[src/hdl/hrid_pkg.sv]
// Shared types and constants for the Halton radical inverse text generator.
`timescale 1ns / 1ps

package hrid_pkg;

    // Field and datapath widths
    localparam int IDX_W   = 14;   // sequence index
    localparam int RADIX_W = 8;    // radix register
    localparam int CNT_W   = 6;    // digit count register
    localparam int CHAR_W  = 6;    // character code
    localparam int NUM_W   = 22;   // numerator and denominator, den < 2^22
    localparam int WORK_W  = 26;   // ten times the numerator
    localparam int DIG_W   = 4;    // one decimal digit
    localparam int STEP_W  = 2;    // restoring step counter within a decimal digit
    localparam int BIT_W   = 4;    // index bit counter within a base division

    // Configuration
    localparam int                 CFG_W          = RADIX_W;
    localparam logic               REG_RADIX      = 1'b0;
    localparam logic               REG_DIGITS     = 1'b1;
    localparam logic [RADIX_W-1:0] RADIX_RESET    = 8'd2;
    localparam logic [CNT_W-1:0]   DIGITS_RESET   = 6'd16;
    localparam logic [RADIX_W-1:0] RADIX_MIN      = 8'd2;
    localparam int                 DEF_MAX_DIGITS = 62;

    // Character codes
    localparam logic [CHAR_W-1:0] CHAR_ZERO  = 6'd48;
    localparam logic [CHAR_W-1:0] CHAR_POINT = 6'd46;

    // Live configuration handed to the sequencer
    typedef struct packed {
        logic [RADIX_W-1:0] radix;
        logic [CNT_W-1:0]   digit_count;
    } t_cfg;

    // One output word
    typedef struct packed {
        logic              strobe;
        logic [CHAR_W-1:0] code;
        logic              last;
    } t_res;

endpackage

[src/hdl/hrid_cmpsub.sv]
// Shared compare-and-subtract unit used for every division step.
`timescale 1ns / 1ps

module hrid_cmpsub
    import hrid_pkg::*;
#(
    parameter int W = WORK_W
) (
    input  logic [W-1:0] i_a,
    input  logic [W-1:0] i_b,
    output logic         o_ge,
    output logic [W-1:0] o_diff
);

    // Subtract once, take the borrow as the compare result
    logic [W:0] w_sub;

    assign w_sub  = {1'b0, i_a} - {1'b0, i_b};
    assign o_ge   = ~w_sub[W];
    assign o_diff = w_sub[W-1:0];

endmodule

[src/hdl/hrid_ctrl.sv]
// Sequencer and datapath registers: digit mirroring, then decimal expansion.
`timescale 1ns / 1ps

module hrid_ctrl
    import hrid_pkg::*;
#(
    parameter int MAX_DIGITS = DEF_MAX_DIGITS
) (
    input  logic             i_clk,
    input  logic             i_rst_n,
    input  logic             i_start,
    input  logic [IDX_W-1:0] i_seq_index,
    input  t_cfg             i_cfg,
    output logic             o_busy,
    output t_res             o_res
);

    localparam logic [2:0] ST_IDLE  = 3'd0;
    localparam logic [2:0] ST_DIV   = 3'd1;
    localparam logic [2:0] ST_ACC   = 3'd2;
    localparam logic [2:0] ST_ZERO  = 3'd3;
    localparam logic [2:0] ST_POINT = 3'd4;
    localparam logic [2:0] ST_DIG   = 3'd5;
    localparam logic [2:0] ST_EMIT  = 3'd6;

    localparam logic [BIT_W-1:0]  LAST_BIT   = BIT_W'(IDX_W - 1);
    localparam logic [STEP_W-1:0] FIRST_STEP = STEP_W'(DIG_W - 1);
    localparam logic [CNT_W-1:0]  MAX_CNT    = CNT_W'(MAX_DIGITS);

    // Multiply by ten with two shifts and an add
    function automatic logic [WORK_W-1:0] times10(input logic [NUM_W-1:0] x);
        logic [WORK_W-1:0] xe;
        xe = {{(WORK_W-NUM_W){1'b0}}, x};
        return (xe << 3) + (xe << 1);
    endfunction

    logic [2:0]         r_state, n_state;
    logic [RADIX_W-1:0] r_base,  n_base;
    logic [CNT_W-1:0]   r_dig,   n_dig;
    logic [IDX_W-1:0]   r_quo,   n_quo;
    logic [RADIX_W:0]   r_rem,   n_rem;
    logic [BIT_W-1:0]   r_cnt,   n_cnt;
    logic [NUM_W-1:0]   r_num,   n_num;
    logic [NUM_W-1:0]   r_den,   n_den;
    logic [WORK_W-1:0]  r_work,  n_work;
    logic [STEP_W-1:0]  r_step,  n_step;
    logic [DIG_W-1:0]   r_digit, n_digit;

    logic [RADIX_W:0]         w_rem_sh;
    logic [WORK_W-1:0]        w_den_sh;
    logic [WORK_W-1:0]        w_cu_a;
    logic [WORK_W-1:0]        w_cu_b;
    logic                     w_cu_ge;
    logic [WORK_W-1:0]        w_cu_diff;
    logic [NUM_W+RADIX_W-1:0] w_num_prod;
    logic [NUM_W+RADIX_W-1:0] w_den_prod;
    logic [RADIX_W-1:0]       w_eff_radix;
    logic [CNT_W-1:0]         w_eff_cnt;

    // Clamp configuration into its working range
    always_comb begin
        w_eff_radix = (i_cfg.radix < RADIX_MIN) ? RADIX_MIN : i_cfg.radix;
        if (i_cfg.digit_count == '0) begin
            w_eff_cnt = CNT_W'(1);
        end else if (i_cfg.digit_count > MAX_CNT) begin
            w_eff_cnt = MAX_CNT;
        end else begin
            w_eff_cnt = i_cfg.digit_count;
        end
    end

    // Select operands of the shared unit
    always_comb begin
        w_rem_sh = {r_rem[RADIX_W-1:0], r_quo[IDX_W-1]};
        w_den_sh = {{(WORK_W-NUM_W){1'b0}}, r_den} << r_step;
        if (r_state == ST_DIV) begin
            w_cu_a = {{(WORK_W-RADIX_W-1){1'b0}}, w_rem_sh};
            w_cu_b = {{(WORK_W-RADIX_W){1'b0}}, r_base};
        end else begin
            w_cu_a = r_work;
            w_cu_b = w_den_sh;
        end
    end

    hrid_cmpsub #(
        .W (WORK_W)
    ) u_cmpsub (
        .i_a    (w_cu_a),
        .i_b    (w_cu_b),
        .o_ge   (w_cu_ge),
        .o_diff (w_cu_diff)
    );

    assign w_num_prod = r_num * r_base;
    assign w_den_prod = r_den * r_base;

    // Next state and datapath
    always_comb begin
        n_state = r_state;
        n_base  = r_base;
        n_dig   = r_dig;
        n_quo   = r_quo;
        n_rem   = r_rem;
        n_cnt   = r_cnt;
        n_num   = r_num;
        n_den   = r_den;
        n_work  = r_work;
        n_step  = r_step;
        n_digit = r_digit;
        case (r_state)
            ST_IDLE: begin
                if (i_start) begin
                    n_base  = w_eff_radix;
                    n_dig   = w_eff_cnt;
                    n_quo   = i_seq_index;
                    n_rem   = '0;
                    n_cnt   = '0;
                    n_num   = '0;
                    n_den   = NUM_W'(1);
                    n_state = (i_seq_index == '0) ? ST_ZERO : ST_DIV;
                end
            end
            ST_DIV: begin
                // one quotient bit per cycle; grow the denominator on the first
                if (r_cnt == '0) begin
                    n_den = w_den_prod[NUM_W-1:0];
                end
                n_rem = w_cu_ge ? w_cu_diff[RADIX_W:0] : w_rem_sh;
                n_quo = {r_quo[IDX_W-2:0], w_cu_ge};
                if (r_cnt == LAST_BIT) begin
                    n_cnt   = '0;
                    n_state = ST_ACC;
                end else begin
                    n_cnt = r_cnt + BIT_W'(1);
                end
            end
            ST_ACC: begin
                // append the base digit to the mirrored numerator
                n_num   = w_num_prod[NUM_W-1:0]
                        + {{(NUM_W-RADIX_W-1){1'b0}}, r_rem};
                n_rem   = '0;
                n_state = (r_quo == '0) ? ST_ZERO : ST_DIV;
            end
            ST_ZERO: begin
                n_state = ST_POINT;
            end
            ST_POINT: begin
                n_work  = times10(r_num);
                n_step  = FIRST_STEP;
                n_digit = '0;
                n_state = ST_DIG;
            end
            ST_DIG: begin
                // restoring division of ten times the remainder by den
                n_digit = {r_digit[DIG_W-2:0], w_cu_ge};
                if (w_cu_ge) begin
                    n_work = w_cu_diff;
                end
                if (r_step == '0) begin
                    n_state = ST_EMIT;
                end else begin
                    n_step = r_step - STEP_W'(1);
                end
            end
            ST_EMIT: begin
                if (r_dig == CNT_W'(1)) begin
                    n_state = ST_IDLE;
                end else begin
                    n_dig   = r_dig - CNT_W'(1);
                    n_work  = times10(r_work[NUM_W-1:0]);
                    n_step  = FIRST_STEP;
                    n_digit = '0;
                    n_state = ST_DIG;
                end
            end
            default: begin
                n_state = ST_IDLE;
            end
        endcase
    end

    // Hold control state
    always_ff @(posedge i_clk) begin
        if (!i_rst_n) begin
            r_state <= ST_IDLE;
        end else begin
            r_state <= n_state;
        end
    end

    // Advance datapath registers
    always_ff @(posedge i_clk) begin
        r_base  <= n_base;
        r_dig   <= n_dig;
        r_quo   <= n_quo;
        r_rem   <= n_rem;
        r_cnt   <= n_cnt;
        r_num   <= n_num;
        r_den   <= n_den;
        r_work  <= n_work;
        r_step  <= n_step;
        r_digit <= n_digit;
    end

    // Drive the output word from the current state
    always_comb begin
        o_busy       = (r_state != ST_IDLE);
        o_res.strobe = (r_state == ST_ZERO) || (r_state == ST_POINT)
                    || (r_state == ST_EMIT);
        if (r_state == ST_POINT) begin
            o_res.code = CHAR_POINT;
        end else if (r_state == ST_EMIT) begin
            o_res.code = CHAR_ZERO + {{(CHAR_W-DIG_W){1'b0}}, r_digit};
        end else begin
            o_res.code = CHAR_ZERO;
        end
        o_res.last = (r_state == ST_EMIT) && (r_dig == CNT_W'(1));
    end

endmodule

[src/hdl/halton_radical_inverse_digits_top.sv]
// Top level of the Halton radical inverse text generator.
`timescale 1ns / 1ps

// Usage:
//   Pulse start with seq_index while busy is low; the word is taken on that
//   edge and busy stays high until the final character has been sent.
//   Results appear one character per strobe on o_char_code: '0', '.', then
//   the configured number of decimal digits, clamped to 1..MAX_DIGITS; o_last
//   marks the final one. Each strobe lasts exactly one cycle and cannot be
//   held off by the receiver, so it must take every word as it comes.
//   Configuration: i_cfg_we with i_cfg_index (0 = radix, 1 = digit count)
//   and i_cfg_wdata; the user writes only while busy is low (not enforced).
// Sequence:
//   The index is loaded, then each base-radix digit takes 14 restoring
//   division steps on the shared compare-subtract unit plus one accumulate;
//   then "0." is sent, and each decimal digit takes four restoring steps plus
//   one output step. Index zero skips the base loop.
// Reset:
//   Synchronous, active low; the sequencer returns to idle, radix goes to 2
//   and digit count to 16.
module halton_radical_inverse_digits_top
    import hrid_pkg::*;
#(
    parameter int MAX_DIGITS = DEF_MAX_DIGITS
) (
    input  logic              i_clk,
    input  logic              i_rst_n,
    input  logic              start,
    output logic              busy,
    input  logic [IDX_W-1:0]  i_seq_index,
    input  logic              i_cfg_we,
    input  logic              i_cfg_index,
    input  logic [CFG_W-1:0]  i_cfg_wdata,
    output logic              o_strobe,
    output logic [CHAR_W-1:0] o_char_code,
    output logic              o_last
);

    logic [RADIX_W-1:0] r_radix;
    logic [CNT_W-1:0]   r_digit_count;
    t_cfg               w_cfg;
    t_res               w_res;

    // Write configuration registers
    always_ff @(posedge i_clk) begin
        if (!i_rst_n) begin
            r_radix       <= RADIX_RESET;
            r_digit_count <= DIGITS_RESET;
        end else if (i_cfg_we) begin
            case (i_cfg_index)
                REG_RADIX:  r_radix       <= i_cfg_wdata;
                REG_DIGITS: r_digit_count <= i_cfg_wdata[CNT_W-1:0];
                default: begin
                end
            endcase
        end
    end

    assign w_cfg.radix       = r_radix;
    assign w_cfg.digit_count = r_digit_count;

    hrid_ctrl #(
        .MAX_DIGITS (MAX_DIGITS)
    ) u_ctrl (
        .i_clk       (i_clk),
        .i_rst_n     (i_rst_n),
        .i_start     (start),
        .i_seq_index (i_seq_index),
        .i_cfg       (w_cfg),
        .o_busy      (busy),
        .o_res       (w_res)
    );

    // Drive result ports
    assign o_strobe    = w_res.strobe;
    assign o_char_code = w_res.code;
    assign o_last      = w_res.last;

endmodule

[config.mk]
export PLATFORM = sky130hd
export DESIGN_NAME = halton_radical_inverse_digits_top
export DESIGN_NICKNAME = d
export VERILOG_FILES = /design/src/hdl/hrid_pkg.sv /design/src/hdl/hrid_cmpsub.sv /design/src/hdl/hrid_ctrl.sv /design/src/hdl/halton_radical_inverse_digits_top.sv
export SDC_FILE = /design/constraint.sdc
export NUM_CORES = 1
export LEC_CHECK = 0
export BUFFER_PORTS_ARGS = -buffer_cell sky130_fd_sc_hd__buf_2
export CORE_MARGIN = 2
export CORE_UTILIZATION = 50
export CTS_BUF_LIST = sky130_fd_sc_hd__clkbuf_2
export DETAILED_ROUTE_END_ITERATION = 10
export PLACE_DENSITY_LB_ADDON = 0.25
export SLEW_MARGIN = 10
export SYNTH_ARGS = -nofsm -noshare
export SYNTH_HDL_FRONTEND = slang
export SYNTH_SLANG_ARGS = --single-unit
[constraint.sdc]
create_clock -name i_clk -period 6.3 [get_ports i_clk]
set_input_delay 0.63 -clock i_clk [delete_from_list [all_inputs] [get_ports i_clk]]
set_output_delay 0.63 -clock i_clk [all_outputs]
set_load 0.05 [all_outputs]
==> results by group, run 1 <==
Yosys
  – Syn nets: around 2,500
  – Ys async rst share: 0%
  – Number of synthesized flops with an enable pin: approximately 120
  – Top-count cell post-synth: inv_1
  – Top FF cell, synth: edfxtp_1
  – Cell accounting for the most synthesized area: fa_1
  – Avg Inst Size Synth: between 8 and 9 um^2
  – Netlist cell types: between 70 and 80
  – Yosys reg bits: roughly 130
  – Post-Syn Area: about 19,000 um^2
  – Mapped Cells: between 2,000 and 2,500
  – Commonest cells post-synth: 297 x inv_1, 271 x nand2_1, 219 x and2_1
  – Yosys warns: 0
  – Sequential share of the synthesized area: between 20% and 30%
  – Area share of the largest cell type after synthesis: approximately 21%
  – Ranking of synthesized cells by area: fa_1 21%, edfxtp_1 19%, ha_1 9.5%

STA
  – Slew Viols, Final: 0
  – Slew headroom: 26.4%
  – Tightest Pin Transition: roughly 1.1 ns
  – Clock skew: between 0.04 and 0.05 ns
  – Fmax: around 180 MHz
  – Fin crit share: just under 90%
  – Setup_tns: 0 ns
  – Final setup margin: about 0.8 ns
  – RSZ-0062 raised after global routing: no
  – Final hold vios: 0
  – Setup Viol. Count Final: 0
  – Crit path time final: around 5.5 ns

Global route
  – GRT overflow: 0
  – Vias in the first global route: 15,300
  – GRT Total Usage: about a quarter
  – Largest net degree at the start of global routing: 57
  – Initial antenna violation count: 1
  – Global-route wire length before repair: 81.1 mm

Hold path
  – Worst hold path type: in2reg

Die
  – Core area: roughly 37,000 um^2
  – Cell Rows: 71
  – Die ar.: between 30,000 and 40,000 um^2
  – Die H: between 150 and 200 um
  – Initial Util: between 50% and 60%
  – Die X: roughly 200 um
  – Ports: 36

Route
  – WL/cell: approximately 18 um
  – Vias: about 15,000
  – Drt via density: roughly 5.6
  – Starting DRT DRC Count: around 1,200
  – # DRC: 0
  – DRT antenna net count: 0
  – WL final: 48.6 mm
  – 1st-pass router iterations: 5

Clock network
  – H-tree levels: 4
  – CTS sink cnt: approximately 130
  – Clk Latency, worst-skew pair: about 0.83 ns
  – Clock Pin Slew Worst Setup and Hold Paths: approximately 0.27 ns
  – CTS tree: done
  – TritonCTS buffer count: 17
  – Worst-case clock buffer depth: 2
  – CTS root buffer: clkbuf_2
  – PostCTS Resize Cnt: 0

Final layout
  – P&R area growth vs syn: 4.80%
  – Fillers: 3,530
  – Layout Nets: about 2,500
  – Register Area: 3850 um^2
  – Cell area after layout: slightly below 20,000 um^2
  – Area occupied by multi-input gates: 13,600 um^2
  – Share of cells above drive strength 1: around 6.0%
  – Final core utilization: 52.9%

Worst setup path
  – Worst-path fanout max: 24
  – Setup crit end kind: flop
  – Crit path DAT: roughly 6.2 ns
  – Critical path type: reg2reg
  – Required time of the critical path: 7.00 ns
  – CP startpoint kind: flop

Job
  – MaxCap Viol Count: 0

Placement
  – Hpwl dp: 38.2 mm
  – Cell Area, Placed: approximately 20,000 um^2
  – Pre-CTS setup slack: ~0.86 ns
  – GP Congestion: 0.949
  – Port Buffers: 34

Outcome
  – Run status: complete, no violations
worst max-delay path, stage by stage (launching register included):
cell and delay [ns]:
edfxtp_1 0.93, buf_4 0.39, nand2_1 0.11, fa_1 0.52
inv_1 0.05, fa_1 0.53, inv_1 0.05, fa_1 0.48
inv_1 0.04, ha_1 0.21, or4_1 0.51, o21ai_0 0.33
a21oi_1 0.19, a41o_1 0.31, a211o_1 0.29, a31oi_1 0.21
mux2i_1 0.20
sequential cells by signal, summed over array words and instances, names as in the netlist, 8 cells and up:
| register | count |
|---|---|
| r_radix | 8 |
| u_ctrl.r_base | 8 |
| u_ctrl.r_den | 22 |
| u_ctrl.r_num | 22 |
| u_ctrl.r_quo | 14 |
| u_ctrl.r_rem | 9 |
| u_ctrl.r_work | 26 |
worst paths after layout:
kind	endpoint	from	cells after the start	slack [ns]
worst min-delay path	u_ctrl.r_quo[10]$_DFFE_PP_	i_seq_index[10]	3	0.08
worst max register to register	u_ctrl.r_den[20]$_SDFFCE_PN0P_	u_ctrl.r_base[1]$_SDFFCE_PN1P_	16	0.81
worst min register to register	r_radix[0]$_SDFFE_PN0P_	r_radix[0]$_SDFFE_PN0P_	2	0.50
worst max-delay path	u_ctrl.r_den[20]$_SDFFCE_PN0P_	u_ctrl.r_base[1]$_SDFFCE_PN1P_	16	0.81
cell families (layout without fill, tap and decap cells):
logic type | after synthesis | in the layout | synth area share, %
multiplexers | 39 | 39 | 3.20
other | 1 | 2 | 0.0198
adder cells (fa/ha/maj) | 347 | 347 | 31.0
XOR/XNOR | 106 | 106 | 4.90
buffers and inverters | 402 | 397 | 8.09
AO/OA/AOI/OAI | 355 | 355 | 12.2
AND/OR/NAND/NOR | 776 | 776 | 20.2
flip-flops | 134 | 134 | 20.4
layout by cell type (no fill, tap or decap), drive strengths merged, types with 17 or more instances in the layout:
cell type  netlist  layout
fa             203     203
dfxtp           17      17
and2           220     220
a21oi           85      85
xor2            40      40
buf              5      55
xnor2           66      66
ha             144     144
edfxtp         117     117
clkbuf          99      17
a211oi          19      19
nor2           114     114
nand3           36      36
nand2b          20      20
nand2          271     271
mux2i           20      20
inv            297     309
mux4            17      17
o21ai           87      87
a21o            28      28
nor3            35      35
o21a            20      20
cell type report:
cell class	instances	area share, %
diodes	1	0.0126
multi-input cells	1624	68.4
well taps	511	3.22
flip-flops and latches	134	19.4
inverters	298	5.64
repair buffers	67	2.26
clock buffers	17	0.429
clock inverters	15	0.662
per-stage QoR:
step | hold slack [ns] | instances
floorplan | 0.444 | 2160
global placement | 0.465 | 2622
detailed placement | 0.470 | 2622
CTS | 0.000748 | 2666
global route | 0.00989 | 2667
finish | 0.0813 | 2667
repair_timing:
action | 4_1_cts | 5_1_grt
setup endpoints to repair | 0 | 0
buffers inserted | 0 | 0
hold buffers | 12 | 0
endpoints found under the hold margin | 16 | 0
routing by layer:
layer	vias to the layer above	wire length (um)	track usage [%]
li1	7096	-	-
met1	7449	22200	37.2
met2	436	22600	43.0
met3	66	2900	3.92
met4	0	971	6.19
met5	-	0	0
Power of run 1 is not shown: default switching activity piles up to over one toggle a cycle in this logic, so the estimate is an artifact.
==> run 2, diff against run 1 <==
--- a/config.mk
+++ b/config.mk
@@ -5,6 +5,7 @@
 export SDC_FILE = /design/constraint.sdc
 export NUM_CORES = 1
 export LEC_CHECK = 0
+export ABC_CLOCK_PERIOD_IN_PS = 6300
 export BUFFER_PORTS_ARGS = -buffer_cell sky130_fd_sc_hd__buf_2
 export CORE_MARGIN = 2
 export CORE_UTILIZATION = 50
@@ -14,4 +15,5 @@
 export SLEW_MARGIN = 10
 export SYNTH_ARGS = -nofsm -noshare
 export SYNTH_HDL_FRONTEND = slang
+export SYNTH_HIERARCHICAL = 1
 export SYNTH_SLANG_ARGS = --single-unit
==> run 2 against run 1 <==
- routed wire length increased by 0.41%
- first-iteration DRC count is 7.0% lower
- utilization increased by 0.79 points
- sequential share of layout area down 0.42 points
- cell count grew 2.0%
- worst setup slack worse by 0.21 ns
- non-clock buffer count grew 17
- critical path depth grew 2
==> results by group, run 2 <==
Outcome
  – Run status: complete, no violations (unchanged)

Pwr
  – Static leakage: between 9 and 10 nW
  – Logic gate share of total power: 80.4%
  – Reg power frac: roughly 14%
  – Clk network pwr share: approximately 5.2%
  – Pint: 5.38 mW
  – Sw Ratio: a little over 50%
  – Pwr Density: ~550 nW/um^2
  – Peak supply drop: 0.000614 V
  – NetSw: approximately 5.8 mW

Clock network
  – CTS sink cnt: 134 (unchanged)
  – Clock Pin Slew Worst Setup and Hold Paths: 0.24 ns (was 0.27 ns)
  – H-tree levels: 4 (unchanged)
  – CTS root buffer: clkbuf_2 (unchanged)
  – CTS tree: done (unchanged)
  – Worst-case clock buffer depth: 2 (unchanged)
  – TritonCTS buffer count: 17 (unchanged)
  – PostCTS Resize Cnt: 0 (unchanged)
  – Clk Latency, worst-skew pair: 0.92 ns (was 0.83 ns)

Route
  – Drt via density: 5.58 (was 5.64)
  – DRT antenna net count: 0 (unchanged)
  – 1st-pass router iterations: 5 (unchanged)
  – # DRC: 0 (unchanged)
  – Vias: 15,200 (was 15,000)
  – Starting DRT DRC Count: 1,097 (was 1,179)
  – WL final: 48.8 mm (was 48.6 mm)
  – WL/cell: 18.0 um (was 18.2 um)

Placement
  – Cell Area, Placed: 19,700 um^2 (was 19,500 um^2)
  – Hpwl dp: 37.6 mm (was 38.2 mm)
  – Port Buffers: 34 (unchanged)
  – GP Congestion: 0.905 (was 0.949)

Worst setup path
  – Worst R2R Path Depth: 18 (was 16)
  – Required time of the critical path: 6.95 ns (was 7.00 ns)
  – Slowest stage cell on the critical path: edfxtp_1 (unchanged)
  – Critical Path Most Common Cell: inv_1
  – CP startpoint kind: flop (unchanged)
  – Top Family by Delay on Critical Path: compound AO/OA/AOI/OAI gates (was adder cells)
  – Setup crit end kind: flop (unchanged)
  – Worst-path fanout max: 24 (unchanged)
  – Critical path type: reg2reg (unchanged)
  – CP Depth: 18 (was 16)
  – Crit path DAT: 6.35 ns (was 6.20 ns)
  – Crit-path cells: buf_4 -> nand2_1 -> fa_1 -> inv_1 -> ha_1 -> inv_1 -> fa_1 -> inv_1 -> ha_1 -> a21o_1 -> a21oi_1 -> nand2b_1 -> a2111oi_0 -> o311a_1 -> o21ai_1 -> a21boi_0 -> xnor2_1 -> nor2_1 (was buf_4 -> nand2_1 -> fa_1 -> inv_1 -> fa_1 -> inv_1 -> fa_1 -> inv_1 -> ha_1 -> or4_1 -> o21ai_0 -> a21oi_1 -> a41o_1 -> a211o_1 -> a31oi_1 -> mux2i_1)
  – Buf/Inv on CP: 4 (unchanged)
  – Crit-path max cell delay: 1.04 ns (was 0.93 ns)

Yosys
  – Commonest cells post-synth: 330 x inv_1, 249 x nand2_1, 239 x and2_1 (was 297 x inv_1, 271 x nand2_1, 219 x and2_1)
  – Netlist cell types: 84 (was 73)
  – Avg Inst Size Synth: 8.75 um^2 (was 8.77 um^2)
  – Yosys reg bits: 134 (unchanged)
  – Ranking of synthesized cells by area: fa_1 21%, edfxtp_1 18%, ha_1 9.4% (was fa_1 21%, edfxtp_1 19%, ha_1 9.5%)
  – Area share of the largest cell type after synthesis: 21.2% (was 21.5%)
  – Yosys warns: 6 (was 0)
  – Syn nets: 2,571 (was 2,534)
  – Cell accounting for the most synthesized area: fa_1 (unchanged)
  – Top FF cell, synth: edfxtp_1 (unchanged)
  – Ys async rst share: 0% (unchanged)
  – Mapped Cells: 2,196 (was 2,160)
  – Top-count cell post-synth: inv_1 (unchanged)
  – Sequential share of the synthesized area: 20.1% (was 20.4%)
  – Post-Syn Area: 19,200 um^2 (was 18,900 um^2)
  – Number of synthesized flops with an enable pin: 117 (unchanged)

Final layout
  – Top flop regs: u_ctrl/r_work: 26 flops, u_ctrl/r_den: 22 flops, u_ctrl/r_num: 22 flops (was u_ctrl.r_work: 26 flops, u_ctrl.r_den: 22 flops, u_ctrl.r_num: 22 flops)
  – Most flop-heavy register: u_ctrl/r_work (was u_ctrl.r_work)
  – Fillers: 3,408 (was 3,530)
  – Most frequent cells in the layout: 330 x inv_1, 249 x nand2_1, 239 x and2_1 (was 297 x inv_1, 270 x nand2_1, 219 x and2_1)
  – Max reg flops: 26 (unchanged)
  – Layout Nets: 2,566 (was 2,516)
  – Cell area after layout: 20,300 um^2 (was 19,800 um^2)
  – Commonest non-fill, non-tap cell in the layout: inv_1 (unchanged)
  – P&R area growth vs syn: 5.59% (was 4.80%)
  – Share of cells above drive strength 1: 6.03% (was 5.99%)

Die
  – Core area: 37,800 um^2 (was 37,500 um^2)
  – Die ar.: 40,000 um^2 (was 39,400 um^2)
  – Initial Util: 50.9% (was 50.5%)
  – Cell Rows: 71 (unchanged)
  – Die X: 200 um (was 199 um)
  – Ports: 36 (unchanged)
  – Die H: 200 um (was 199 um)

Global route
  – Global-route wire length before repair: 80.5 mm (was 81.1 mm)
  – Vias in the first global route: 15,400 (was 15,300)
  – GRT Total Usage: 25.9% (was 26.4%)
  – Initial antenna violation count: 4 (was 1)
  – GRT overflow: 0 (unchanged)
  – Largest net degree at the start of global routing: 68 (was 57)

Hold path
  – Hold depth: 2 (was 3)
  – Worst hold path type: in2reg (unchanged)

STA
  – Tightest Pin Transition: 1.22 ns (was 1.10 ns)
  – Clock skew: 0.0715 ns (was 0.0473 ns)
  – Setup Viol. Count Final: 0 (unchanged)
  – Setup_tns: 0 ns (unchanged)
  – RSZ-0062 raised after global routing: no (unchanged)
  – Fmax: 175 MHz (was 182 MHz)
  – Fin crit share: 90.5% (was 87.2%)
  – Slew headroom: 18.3% (was 26.4%)
  – Final hold vios: 0 (unchanged)
  – Slew Viols, Final: 0 (unchanged)
  – Crit path time final: 5.70 ns (was 5.49 ns)

Job
  – MaxCap Viol Count: 0 (unchanged)
==> run 2: final cells by class <==
cell class | count | area (um^2) | area share [%]
Multi-Input combinational cell | 1624 | 13700 | 67.4
Sequential cell | 134 | 3850 | 19.0
Inverter | 330 | 1240 | 6.11
Tap cell | 511 | 639 | 3.15
Timing Repair Buffer | 84 | 618 | 3.05
Clock inverter | 15 | 163 | 0.802
Clock buffer | 17 | 85.1 | 0.419
Antenna cell | 5 | 12.5 | 0.0617
==> run 2: power by group through the flow <==
stage	combinational, mW	sequential [mW]	clock (mW)
after floorplan	7.23	1.35	0
after global placement	8.64	1.61	0
after detailed placement	8.86	1.61	0
after CTS	8.95	1.60	0.604
after global routing	10.3	1.63	0.638
final	8.99	1.61	0.581
==> run 2: metal layers <==
metal | GRT usage [%] | part of all wire (%)
met1 | 34.6 | 44
met4 | 9.44 | 2.8
met3 | 3.61 | 5.3
met2 | 43.0 | 48
met5 | 0 | 0.025
==> run 2: stage by stage <==
step                util, %  std cells  hold slack (ns)  worst slack (ns)  power, mW
floorplan                 -       2196            0.435             0.999       8.58
global placement       52.3       2654            0.444             0.810       10.3
detailed placement     52.3       2654            0.456             0.701       10.5
CTS                    53.7       2715           0.0327             0.631       11.1
global route           53.7       2720           0.0423             0.245       12.6
finish                 53.7       2720            0.139             0.598       11.2
==> run 2: logic make-up (layout without fill, tap and decap cells) <==
| group | after synthesis | after routing | synth area share [%] |
|---|---|---|---|
| xor gates and xnor gates | 110 | 110 | 5.01 |
| other | 2 | 7 | 0.0391 |
| adders and majority gates | 348 | 348 | 30.6 |
| AOI/OAI and AO/OA | 356 | 356 | 12.4 |
| DFF | 134 | 134 | 20.1 |
| buffers and inverters | 438 | 446 | 8.89 |
| and+or+nand+nor | 761 | 761 | 19.9 |
| muxes | 47 | 47 | 3.05 |
==> run 2: worst paths after layout <==
check | from | to | slack, ns
min reg2reg | r_radix[3]$_SDFFE_PN0P_ | u_ctrl/r_base[3]$_SDFFCE_PN0P_ | 0.46
max reg2reg | u_ctrl/r_base[0]$_SDFFCE_PN0P_ | u_ctrl/r_den[20]$_SDFFCE_PN0P_ | 0.60
min | i_rst_n | r_digit_count[4]$_SDFFE_PN1P_ | 0.14
max | u_ctrl/r_base[0]$_SDFFCE_PN0P_ | u_ctrl/r_den[20]$_SDFFCE_PN0P_ | 0.60
==> run 2: timing repair <==
action,in CTS,in global routing
hold endpoints to repair,30,0
hold buffers,29,0
buffers inserted,0,0
Power figures use the tool's default switching activity.
